`src/sv/dhsa_pkg.sv`:
```
package dhsa_pkg;

    localparam int SAMPLE_BITS    = 16;
    localparam int ANGLE_BITS     = 16;
    localparam int MAX_POLE_PAIRS = 64;
    localparam int CORDIC_STEPS   = 20;
    localparam int AMP_BITS       = 20;
    localparam int CORD_BITS      = 28;
    localparam int FIFO_DEPTH     = 2;
    localparam int PTR_BITS       = (FIFO_DEPTH > 1) ? $clog2(FIFO_DEPTH) : 1;
    localparam int CNT_BITS       = $clog2(FIFO_DEPTH + 1);

    // Register indexes of the configuration port.
    localparam logic [0:0] REG_POLE_PAIRS   = 1'b0;
    localparam logic [0:0] REG_FILTER_SHIFT = 1'b1;

    typedef struct packed {
        logic signed [SAMPLE_BITS-1:0] sine;
        logic signed [SAMPLE_BITS-1:0] cosine;
        logic                          zero;
    } item_t;

    typedef struct packed {
        logic [6:0] pole_pairs;
        logic [3:0] filter_shift;
    } cfg_t;

    // Arctangent of 2^-i in units of 2^-32 turn.
    function automatic logic [31:0] atan_turn(input logic [4:0] i);
        logic [31:0] r;
        case (i)
            5'd0:    r = 32'd536870912;
            5'd1:    r = 32'd316933406;
            5'd2:    r = 32'd167458907;
            5'd3:    r = 32'd85004756;
            5'd4:    r = 32'd42667331;
            5'd5:    r = 32'd21354465;
            5'd6:    r = 32'd10679838;
            5'd7:    r = 32'd5340245;
            5'd8:    r = 32'd2670163;
            5'd9:    r = 32'd1335087;
            5'd10:   r = 32'd667544;
            5'd11:   r = 32'd333772;
            5'd12:   r = 32'd166886;
            5'd13:   r = 32'd83443;
            5'd14:   r = 32'd41722;
            5'd15:   r = 32'd20861;
            5'd16:   r = 32'd10430;
            5'd17:   r = 32'd5215;
            5'd18:   r = 32'd2608;
            5'd19:   r = 32'd1304;
            default: r = 32'd0;
        endcase
        return r;
    endfunction

endpackage

```
`src/sv/dhsa_front.sv`:
```
module dhsa_front import dhsa_pkg::*; (
    input  logic        aclk,
    input  logic        aresetn,
    input  logic        s_tvalid,
    output logic        s_tready,
    input  logic [31:0] s_tdata,
    input  logic        full,
    output logic        push,
    output item_t       item
);

    logic  valid_reg, valid_next;
    item_t item_reg, item_next;

    assign s_tready = !valid_reg;
    assign push     = valid_reg && !full;
    assign item     = item_reg;

    // The input word is held here and tagged when both samples are zero.
    always_comb begin
        valid_next = valid_reg;
        item_next  = item_reg;
        if (push) begin
            valid_next = 1'b0;
        end
        if (s_tvalid && s_tready) begin
            valid_next       = 1'b1;
            item_next.sine   = $signed(s_tdata[15:0]);
            item_next.cosine = $signed(s_tdata[31:16]);
            item_next.zero   = (s_tdata == 32'd0);
        end
    end

    always_ff @(posedge aclk) begin
        if (!aresetn) begin
            valid_reg <= 1'b0;
        end else begin
            valid_reg <= valid_next;
        end
        item_reg <= item_next;
    end

endmodule

```
`src/sv/dhsa_fifo.sv`:
```
module dhsa_fifo import dhsa_pkg::*; (
    input  logic  aclk,
    input  logic  aresetn,
    input  logic  push,
    input  item_t wr_item,
    output logic  full,
    input  logic  pop,
    output logic  empty,
    output item_t rd_item
);

    item_t                mem_reg [FIFO_DEPTH];
    logic [PTR_BITS-1:0]  wr_ptr_reg, wr_ptr_next;
    logic [PTR_BITS-1:0]  rd_ptr_reg, rd_ptr_next;
    logic [CNT_BITS-1:0]  count_reg, count_next;

    assign full    = (count_reg == CNT_BITS'(FIFO_DEPTH));
    assign empty   = (count_reg == '0);
    assign rd_item = mem_reg[rd_ptr_reg];

    always_comb begin
        wr_ptr_next = wr_ptr_reg;
        rd_ptr_next = rd_ptr_reg;
        count_next  = count_reg;
        if (push && !full) begin
            wr_ptr_next = (wr_ptr_reg == PTR_BITS'(FIFO_DEPTH - 1)) ? '0 : wr_ptr_reg + 1'b1;
        end
        if (pop && !empty) begin
            rd_ptr_next = (rd_ptr_reg == PTR_BITS'(FIFO_DEPTH - 1)) ? '0 : rd_ptr_reg + 1'b1;
        end
        if ((push && !full) && !(pop && !empty)) begin
            count_next = count_reg + 1'b1;
        end else if (!(push && !full) && (pop && !empty)) begin
            count_next = count_reg - 1'b1;
        end
    end

    always_ff @(posedge aclk) begin
        if (!aresetn) begin
            wr_ptr_reg <= '0;
            rd_ptr_reg <= '0;
            count_reg  <= '0;
        end else begin
            wr_ptr_reg <= wr_ptr_next;
            rd_ptr_reg <= rd_ptr_next;
            count_reg  <= count_next;
        end
        if (push && !full) begin
            mem_reg[wr_ptr_reg] <= wr_item;
        end
    end

endmodule

```
`src/sv/dhsa_back.sv`:
```
module dhsa_back import dhsa_pkg::*; (
    input  logic        aclk,
    input  logic        aresetn,
    input  cfg_t        cfg,
    input  logic        item_valid,
    input  item_t       item,
    output logic        pop,
    output logic        m_tvalid,
    input  logic        m_tready,
    output logic [39:0] m_tdata,
    output logic [0:0]  m_tuser
);

    typedef enum logic [10:0] {
        ST_IDLE     = 11'b00000000001,
        ST_SQ_C     = 11'b00000000010,
        ST_SQRT     = 11'b00000000100,
        ST_DIV_LOAD = 11'b00000001000,
        ST_DIV      = 11'b00000010000,
        ST_FILT     = 11'b00000100000,
        ST_ATAN     = 11'b00001000000,
        ST_CORD     = 11'b00010000000,
        ST_COUNT    = 11'b00100000000,
        ST_SHAFT    = 11'b01000000000,
        ST_DONE     = 11'b10000000000
    } state_t;

    localparam logic [ANGLE_BITS-1:0] QUARTER = ANGLE_BITS'(1) << (ANGLE_BITS - 2);
    localparam logic [ANGLE_BITS-1:0] HALF    = ANGLE_BITS'(1) << (ANGLE_BITS - 1);
    localparam logic [ANGLE_BITS-1:0] THREE_Q = QUARTER + HALF;

    state_t state_reg, state_next;

    logic signed [15:0] s_reg, s_next, c_reg, c_next;
    logic               zero_reg, zero_next;
    logic [31:0]        sq_reg, sq_next;
    logic [39:0]        rad_reg, rad_next;
    logic [19:0]        root_reg, root_next;
    logic [23:0]        rem_reg, rem_next;
    logic [4:0]         cnt_reg, cnt_next;
    logic [15:0]        quo_reg, quo_next;
    logic [35:0]        num_reg, num_next;
    logic               sel_reg, sel_next;
    logic signed [15:0] nsin_reg, nsin_next, ncos_reg, ncos_next;
    logic signed [15:0] ysin_reg, ysin_next, ycos_reg, ycos_next;
    logic signed [CORD_BITS-1:0] cx_reg, cx_next, cy_reg, cy_next;
    logic [31:0]        acc_reg, acc_next;
    logic [15:0]        angle_reg, angle_next;
    logic [15:0]        prev_reg, prev_next;
    logic [5:0]         period_reg, period_next;
    logic               m_valid_reg, m_valid_next;
    logic [39:0]        m_data_reg, m_data_next;
    logic               m_user_reg, m_user_next;

    logic signed [31:0] prod;
    logic [31:0]        mag2;
    logic [23:0]        sq_rem, sq_trial;
    logic signed [15:0] dv;
    logic [16:0]        dmag;
    logic [35:0]        dnum;
    logic [20:0]        drem;
    logic               qbit;
    logic [15:0]        qfull, qclamp;
    logic signed [16:0] qsigned;
    logic signed [16:0] fd_s, fd_c;
    logic signed [CORD_BITS-1:0] xs, ys;
    logic [31:0]        acc_fin;
    logic [6:0]         ppc;
    logic signed [7:0]  pcnt;
    logic [7:0]         srem;

    assign pop      = (state_reg == ST_IDLE) && item_valid;
    assign m_tvalid = m_valid_reg;
    assign m_tdata  = m_data_reg;
    assign m_tuser  = m_user_reg;

    always_comb begin
        if (cfg.pole_pairs == 7'd0) begin
            ppc = 7'd1;
        end else if (cfg.pole_pairs > 7'(MAX_POLE_PAIRS)) begin
            ppc = 7'(MAX_POLE_PAIRS);
        end else begin
            ppc = cfg.pole_pairs;
        end
    end

    always_comb begin
        state_next   = state_reg;
        s_next       = s_reg;
        c_next       = c_reg;
        zero_next    = zero_reg;
        sq_next      = sq_reg;
        rad_next     = rad_reg;
        root_next    = root_reg;
        rem_next     = rem_reg;
        cnt_next     = cnt_reg;
        quo_next     = quo_reg;
        num_next     = num_reg;
        sel_next     = sel_reg;
        nsin_next    = nsin_reg;
        ncos_next    = ncos_reg;
        ysin_next    = ysin_reg;
        ycos_next    = ycos_reg;
        cx_next      = cx_reg;
        cy_next      = cy_reg;
        acc_next     = acc_reg;
        angle_next   = angle_reg;
        prev_next    = prev_reg;
        period_next  = period_reg;
        m_valid_next = m_valid_reg;
        m_data_next  = m_data_reg;
        m_user_next  = m_user_reg;

        prod     = '0;
        mag2     = '0;
        sq_rem   = '0;
        sq_trial = '0;
        dv       = sel_reg ? c_reg : s_reg;
        dmag     = '0;
        dnum     = '0;
        drem     = '0;
        qbit     = 1'b0;
        qfull    = '0;
        qclamp   = '0;
        qsigned  = '0;
        fd_s     = '0;
        fd_c     = '0;
        xs       = cx_reg >>> cnt_reg;
        ys       = cy_reg >>> cnt_reg;
        acc_fin  = '0;
        pcnt     = '0;
        srem     = '0;

        if (m_valid_reg && m_tready) begin
            m_valid_next = 1'b0;
        end

        unique case (state_reg)
            ST_IDLE: begin
                if (item_valid) begin
                    s_next    = item.sine;
                    c_next    = item.cosine;
                    zero_next = item.zero;
                    prod      = item.sine * item.sine;
                    sq_next   = unsigned'(prod);
                    state_next = item.zero ? ST_ATAN : ST_SQ_C;
                end
            end
            ST_SQ_C: begin
                prod       = c_reg * c_reg;
                mag2       = sq_reg + unsigned'(prod);
                rad_next   = {mag2, 8'd0};
                rem_next   = '0;
                root_next  = '0;
                cnt_next   = 5'(AMP_BITS - 1);
                state_next = ST_SQRT;
            end
            ST_SQRT: begin
                // One result bit per cycle, two radicand bits brought down.
                sq_rem   = {rem_reg[21:0], rad_reg[39:38]};
                sq_trial = {2'b00, root_reg, 2'b01};
                if (sq_rem >= sq_trial) begin
                    rem_next  = sq_rem - sq_trial;
                    root_next = {root_reg[18:0], 1'b1};
                end else begin
                    rem_next  = sq_rem;
                    root_next = {root_reg[18:0], 1'b0};
                end
                rad_next = {rad_reg[37:0], 2'b00};
                cnt_next = cnt_reg - 1'b1;
                if (cnt_reg == '0) begin
                    sel_next   = 1'b0;
                    state_next = ST_DIV_LOAD;
                end
            end
            ST_DIV_LOAD: begin
                dmag       = dv[15] ? 17'(-$signed({dv[15], dv})) : {1'b0, dv};
                dnum       = {1'b0, dmag, 18'd0} + 36'(root_reg >> 1);
                num_next   = dnum;
                rem_next   = {4'd0, dnum[35:16]};
                quo_next   = '0;
                cnt_next   = 5'd15;
                state_next = ST_DIV;
            end
            ST_DIV: begin
                drem = {rem_reg[19:0], num_reg[15]};
                if (drem >= {1'b0, root_reg}) begin
                    qbit     = 1'b1;
                    rem_next = {3'd0, drem - {1'b0, root_reg}};
                end else begin
                    rem_next = {3'd0, drem};
                end
                num_next = {num_reg[34:0], 1'b0};
                quo_next = {quo_reg[14:0], qbit};
                cnt_next = cnt_reg - 1'b1;
                if (cnt_reg == '0) begin
                    qfull   = {quo_reg[14:0], qbit};
                    qclamp  = (qfull > 16'd16384) ? 16'd16384 : qfull;
                    qsigned = dv[15] ? -$signed({1'b0, qclamp}) : $signed({1'b0, qclamp});
                    if (sel_reg) begin
                        ncos_next  = qsigned[15:0];
                        state_next = ST_FILT;
                    end else begin
                        nsin_next  = qsigned[15:0];
                        sel_next   = 1'b1;
                        state_next = ST_DIV_LOAD;
                    end
                end
            end
            ST_FILT: begin
                fd_s      = 17'(nsin_reg) - 17'(ysin_reg);
                fd_c      = 17'(ncos_reg) - 17'(ycos_reg);
                ysin_next = 16'(17'(ysin_reg) + (fd_s >>> cfg.filter_shift));
                ycos_next = 16'(17'(ycos_reg) + (fd_c >>> cfg.filter_shift));
                state_next = ST_ATAN;
            end
            ST_ATAN: begin
                if (ysin_reg == '0 && ycos_reg == '0) begin
                    angle_next = '0;
                    state_next = ST_COUNT;
                end else if (ysin_reg == '0) begin
                    angle_next = (ycos_reg > 0) ? '0 : HALF;
                    state_next = ST_COUNT;
                end else if (ycos_reg == '0) begin
                    angle_next = (ysin_reg > 0) ? QUARTER : THREE_Q;
                    state_next = ST_COUNT;
                end else begin
                    // Left half plane is turned by half a turn first.
                    if (ycos_reg < 0) begin
                        cx_next  = -(CORD_BITS'(ycos_reg) <<< 8);
                        cy_next  = -(CORD_BITS'(ysin_reg) <<< 8);
                        acc_next = 32'h8000_0000;
                    end else begin
                        cx_next  = CORD_BITS'(ycos_reg) <<< 8;
                        cy_next  = CORD_BITS'(ysin_reg) <<< 8;
                        acc_next = '0;
                    end
                    cnt_next   = '0;
                    state_next = ST_CORD;
                end
            end
            ST_CORD: begin
                if (cy_reg > 0) begin
                    cx_next  = cx_reg + ys;
                    cy_next  = cy_reg - xs;
                    acc_next = acc_reg + atan_turn(cnt_reg);
                end else begin
                    cx_next  = cx_reg - ys;
                    cy_next  = cy_reg + xs;
                    acc_next = acc_reg - atan_turn(cnt_reg);
                end
                cnt_next = cnt_reg + 1'b1;
                if (cnt_reg == 5'(CORDIC_STEPS - 1)) begin
                    acc_fin    = acc_next + (32'd1 << (31 - ANGLE_BITS));
                    angle_next = acc_fin[31 -: ANGLE_BITS];
                    state_next = ST_COUNT;
                end
            end
            ST_COUNT: begin
                pcnt = $signed({2'b00, period_reg});
                if (angle_reg < QUARTER && prev_reg >= THREE_Q) begin
                    pcnt = pcnt + 8'sd1;
                end else if (angle_reg > THREE_Q && prev_reg <= QUARTER) begin
                    pcnt = pcnt - 8'sd1;
                end
                if (pcnt < 0) begin
                    pcnt = $signed({1'b0, ppc}) - 8'sd1;
                end else if (pcnt >= $signed({1'b0, ppc})) begin
                    pcnt = '0;
                end
                period_next = pcnt[5:0];
                prev_next   = angle_reg;
                rem_next    = {18'd0, pcnt[5:0]};
                num_next    = {20'd0, angle_reg};
                quo_next    = '0;
                cnt_next    = 5'd15;
                state_next  = ST_SHAFT;
            end
            ST_SHAFT: begin
                srem = {rem_reg[6:0], num_reg[15]};
                if (srem >= {1'b0, ppc}) begin
                    qbit     = 1'b1;
                    rem_next = {16'd0, srem - {1'b0, ppc}};
                end else begin
                    rem_next = {16'd0, srem};
                end
                num_next = {num_reg[34:0], 1'b0};
                quo_next = {quo_reg[14:0], qbit};
                cnt_next = cnt_reg - 1'b1;
                if (cnt_reg == '0) begin
                    state_next = ST_DONE;
                end
            end
            ST_DONE: begin
                if (!m_valid_reg) begin
                    m_valid_next = 1'b1;
                    m_data_next  = {2'b00, period_reg, angle_reg, quo_reg};
                    m_user_next  = zero_reg;
                    state_next   = ST_IDLE;
                end
            end
            default: begin
                state_next = ST_IDLE;
            end
        endcase
    end

    always_ff @(posedge aclk) begin
        if (!aresetn) begin
            state_reg   <= ST_IDLE;
            m_valid_reg <= 1'b0;
            ysin_reg    <= '0;
            ycos_reg    <= '0;
            prev_reg    <= '0;
            period_reg  <= '0;
        end else begin
            state_reg   <= state_next;
            m_valid_reg <= m_valid_next;
            ysin_reg    <= ysin_next;
            ycos_reg    <= ycos_next;
            prev_reg    <= prev_next;
            period_reg  <= period_next;
        end
        s_reg      <= s_next;
        c_reg      <= c_next;
        zero_reg   <= zero_next;
        sq_reg     <= sq_next;
        rad_reg    <= rad_next;
        root_reg   <= root_next;
        rem_reg    <= rem_next;
        cnt_reg    <= cnt_next;
        quo_reg    <= quo_next;
        num_reg    <= num_next;
        sel_reg    <= sel_next;
        nsin_reg   <= nsin_next;
        ncos_reg   <= ncos_next;
        cx_reg     <= cx_next;
        cy_reg     <= cy_next;
        acc_reg    <= acc_next;
        angle_reg  <= angle_next;
        m_data_reg <= m_data_next;
        m_user_reg <= m_user_next;
    end

endmodule

```
`src/sv/dual_hall_shaft_angle_top.sv`:
```
// Channel   | Direction | Payload
// s_        | in        | tdata: sine_sample, cosine_sample (16 bits each, signed)
// m_        | out       | tdata: shaft_angle, pair_angle, pair_index; tuser: zero_magnitude
// cfg_      | in        | index 0 pole_pairs, index 1 filter_shift
//
// A nonzero word passes the squares, a 20-step root, two divides, filter, angle setup,
// a 20-step CORDIC, count, a 16-step divide by the pole pairs and the output load.
// An all-zero word goes straight from the queue to the angle setup; a smoothed pair on
// an axis skips the CORDIC. Reset is synchronous, active low, and clears state.
// The front register and a two-word queue keep taking input until both are full while the
// back end works or while a finished word waits on m_tready.
module dual_hall_shaft_angle_top import dhsa_pkg::*; (
    input  logic        aclk,
    input  logic        aresetn,
    input  logic        s_tvalid,
    output logic        s_tready,
    input  logic [31:0] s_tdata,   // [15:0] sine_sample, [31:16] cosine_sample
    output logic        m_tvalid,
    input  logic        m_tready,
    output logic [39:0] m_tdata,   // [15:0] shaft_angle, [31:16] pair_angle,
                                   // [37:32] pair_index, [39:38] zero fill
    output logic [0:0]  m_tuser,   // [0] zero_magnitude
    input  logic        cfg_wr_en,
    input  logic [0:0]  cfg_index,
    input  logic [6:0]  cfg_wdata
);

    cfg_t  cfg_reg, cfg_next;
    item_t front_item;
    item_t queue_item;
    logic  push;
    logic  full;
    logic  empty;
    logic  pop;

    // Configuration writes land directly in the register file.
    always_comb begin
        cfg_next = cfg_reg;
        if (cfg_wr_en) begin
            unique case (cfg_index)
                REG_POLE_PAIRS:   cfg_next.pole_pairs   = cfg_wdata;
                REG_FILTER_SHIFT: cfg_next.filter_shift = cfg_wdata[3:0];
                default:          cfg_next = cfg_reg;
            endcase
        end
    end

    always_ff @(posedge aclk) begin
        if (!aresetn) begin
            cfg_reg.pole_pairs   <= 7'd1;
            cfg_reg.filter_shift <= 4'd4;
        end else begin
            cfg_reg <= cfg_next;
        end
    end

    // The front end captures a word and flags an all-zero sample pair.
    dhsa_front u_front (
        .aclk     (aclk),
        .aresetn  (aresetn),
        .s_tvalid (s_tvalid),
        .s_tready (s_tready),
        .s_tdata  (s_tdata),
        .full     (full),
        .push     (push),
        .item     (front_item)
    );

    // The short queue decouples the capture side from the arithmetic engine.
    dhsa_fifo u_fifo (
        .aclk     (aclk),
        .aresetn  (aresetn),
        .push     (push),
        .wr_item  (front_item),
        .full     (full),
        .pop      (pop),
        .empty    (empty),
        .rd_item  (queue_item)
    );

    // The back end runs the whole angle computation one word at a time.
    dhsa_back u_back (
        .aclk       (aclk),
        .aresetn    (aresetn),
        .cfg        (cfg_reg),
        .item_valid (!empty),
        .item       (queue_item),
        .pop        (pop),
        .m_tvalid   (m_tvalid),
        .m_tready   (m_tready),
        .m_tdata    (m_tdata),
        .m_tuser    (m_tuser)
    );

endmodule

```
`config.mk`:
```
export PLATFORM = sky130hd
export DESIGN_NAME = dual_hall_shaft_angle_top
export DESIGN_NICKNAME = d
export VERILOG_FILES = /design/src/sv/dhsa_pkg.sv /design/src/sv/dhsa_front.sv /design/src/sv/dhsa_fifo.sv /design/src/sv/dhsa_back.sv /design/src/sv/dual_hall_shaft_angle_top.sv
export SDC_FILE = /design/constraint.sdc
export NUM_CORES = 2
export LEC_CHECK = 0
export BUFFER_PORTS_ARGS = -buffer_cell sky130_fd_sc_hd__buf_4
export CAP_MARGIN = 10
export CORE_ASPECT_RATIO = 0.75
export CORE_MARGIN = 2
export CORE_UTILIZATION = 65
export DETAILED_ROUTE_END_ITERATION = 8
export PLACE_DENSITY = 0.82
export SETUP_SLACK_MARGIN = 0.4
export SYNTH_ARGS = -nofsm -noshare
export SYNTH_HDL_FRONTEND = slang
export SYNTH_HIERARCHICAL = 1
export SYNTH_SLANG_ARGS = --single-unit
```
`constraint.sdc`:
```
create_clock -name aclk -period 19.9 [get_ports aclk]
set_clock_uncertainty 0.05 [all_clocks]
set_input_delay 1.99 -clock aclk [delete_from_list [all_inputs] [get_ports aclk]]
set_output_delay 1.99 -clock aclk [all_outputs]
set_load 0.02 [all_outputs]
```
==> flow_summary.ini <==
[timing]
slew_viol_final = 0
setup_tns_ns = 0
final.setup.worst_slack_ns = 11.63
fmax_mhz = 121
final_hold_viol_count = 0
max-slew-margin-rel = 0.202
period_share = 0.416
worst_pin_slew_ns = 1.18
fin_crit_ns = 8.27
setup_viol = 0
rsz0062_at_grt = no

[route]
antenna_left = 0
vias = 46000
wl_met3_mm = 19.3
top_layer_used = met4
via_per_inst = 6.28
wl_met2_mm = 65.3
drt-met1-wl_mm = 69.9
firstDrtPassIters = 6
routed_wl_mm = 158
drtIter0Drc = 5606
drc_errors = 0
wl_per_cell_um = 21.5

[logic_synthesis]
synth_top_area_share = 0.231
synth_top_cell_by_area = edfxtp_1
synth_area_per_cell_um2 = 9.59
ys_async_sr_fraction = 0
yosys-top-cells-area = edfxtp_1 (23%), fa_1 (17%), ha_1 (8.9%)
synth_edf_count = 449
synthTopCellsByCount = inv_1 (823), fa_1 (511), nand2_1 (498), edfxtp_1 (449), nor2_1 (420)
ys_seq_elements = 562
ys_types = 103
ys.flop_type = edfxtp_1
postSynthCellCount = 6100
syn-cell-area_mm2 = 0.0585
yosys_warnings = 6
synth_most_common_cell = inv_1
synth_seq_area_share = 0.269

[placed_design]
port_buffers = 85
hpwl_mm = 122
detailedPlace.worstSlack_ns = 11.77
finalWeightedCongestion = 0.997

[cts]
cts.sinks = 562
htree_levels = 2
clkTransAtPathRegs_ns = 0.07
cts_buffers = 59
clock-root-buffer = clkbuf_16
clk_latency_ns = 0.68
cts_setup_buffers = 0
hold_buffers = 0
cts_tree = done
cts_resized = 0
clk_path_buf_depth = 3

[floorplanning]
io_pins = 88
die_w_um = 350
coreArea_mm2 = 0.0894
chipHeight_um = 264
dieArea_mm2 = 0.0924
initial_core_util = 0.654
rows = 95

[final_layout]
drive_above_1_share = 0.0746
postLayoutCoreUtil = 0.695
n_fill_cell = 6741
syn_to_final_growth_pct = 6.28
seqCellArea_mm2 = 0.0157
largest_reg_flops = 66
multiInputGateArea_mm2 = 0.0387
nets = 7034

[grt]
gr-total-overflow = 0
grt_pass1_vias = 44400
grt_max_degree = 78
grt.total_usage = 0.341
antenna_found_initial = 3
grt_first_pass_wirelength_mm = 248

[status]
status = complete, no violations

[setup_path]
required_ns = 20.23
crit_fanout = 23
path_class = reg2reg
crit_arrival_ns = 8.60
crit_path_start_kind = register
end_kind = register
reg2reg_setup_slack_ns = 11.63

[hold_path]
hp-class = reg2reg

[flow_run]
drv_cap = 0
==> cells in the final DEF (no fill, tap or decap), types with 46 or more instances in the layout <==
cell type,synthesis,routed
inv_1,823,822
fa_1,511,511
nand2_1,498,498
edfxtp_1,449,449
ha_1,417,417
nor2_1,420,416
a21oi_1,336,335
o21ai_0,266,266
xnor2_1,255,255
and2_1,190,189
xor2_1,146,146
mux2i_1,135,134
buf_4,9,132
a21o_1,119,119
dfxtp_1,113,113
nor3_1,93,92
mux2_2,83,83
nand3_1,74,73
mux4_2,67,67
nor2b_1,64,63
clkbuf_16,0,60
nand2b_1,52,52
o21a_1,51,51
a31oi_1,46,46
==> stage by stage <==
stage	std cells	hold slack, ns	area, um2
after floorplan	6101	0.350	58500
after global placement	7211	0.355	60100
after detailed placement	7211	0.358	60100
after CTS	7322	0.372	62100
after global routing	7323	0.380	62100
final	7324	0.371	62200
==> metal layers <==
| metal | track usage | vias to the layer above |
|---|---|---|
| li1 | - | 21000 |
| met1 | 0.531 | 22300 |
| met5 | 0 | - |
| met2 | 0.484 | 2482 |
| met3 | 0.0789 | 237 |
| met4 | 0.0713 | 0 |
==> worst max-delay path: stages (launching register included) <==
cell	delay [ns]
dfxtp_1	0.66
buf_4	0.40
mux2_2	0.54
and2_1	0.24
inv_1	0.07
fa_1	0.44
fa_1	0.55
inv_1	0.05
fa_1	0.50
inv_1	0.06
fa_1	0.55
inv_1	0.05
fa_1	0.50
fa_1	0.42
ha_1	0.40
nand2_1	0.09
o311ai_0	0.50
o21ai_0	0.31
a2111oi_0	0.80
o2111ai_1	0.23
a31oi_1	0.23
o21ai_0	0.14
a21oi_1	0.15
a31oi_1	0.05
==> layout make-up <==
type | instances | share of cell area
Multi-Input combinational cell | 4474 | 0.623
Sequential cell | 562 | 0.253
Inverter | 831 | 0.0502
Clock buffer | 70 | 0.0259
Antenna cell | 1 | 0.0000403
Clock inverter | 41 | 0.00666
Timing Repair Buffer | 133 | 0.0161
Tap cell | 1212 | 0.0244
==> cells by family (layout without fill, tap and decap cells) <==
group,Yosys count,in the layout,share of synthesized area
simple gates,1637,1637,0.135
xor+xnor,401,401,0.0601
flops,562,562,0.269
other cells,1,3,0.0000641
mux,295,295,0.0682
fa+ha+maj,928,928,0.264
compound gates,1211,1211,0.133
buf+inv,1065,1075,0.0700
==> path summary, 6_finish.rpt <==
kind / start / end / cells past startpoint
max reg2reg: register / u_back/sq_reg[31]$_DFFE_PP_ / 23
min reg2reg: u_back/quo_reg[15]$_DFFE_PP_ / u_back/m_tdata[15]$_DFFE_PP_ / 0
min: u_back/quo_reg[15]$_DFFE_PP_ / u_back/m_tdata[15]$_DFFE_PP_ / 0
max: register / u_back/sq_reg[31]$_DFFE_PP_ / 23
Power is not shown: default switching activity piles up to over one toggle a cycle in this logic, so the estimate is an artifact.
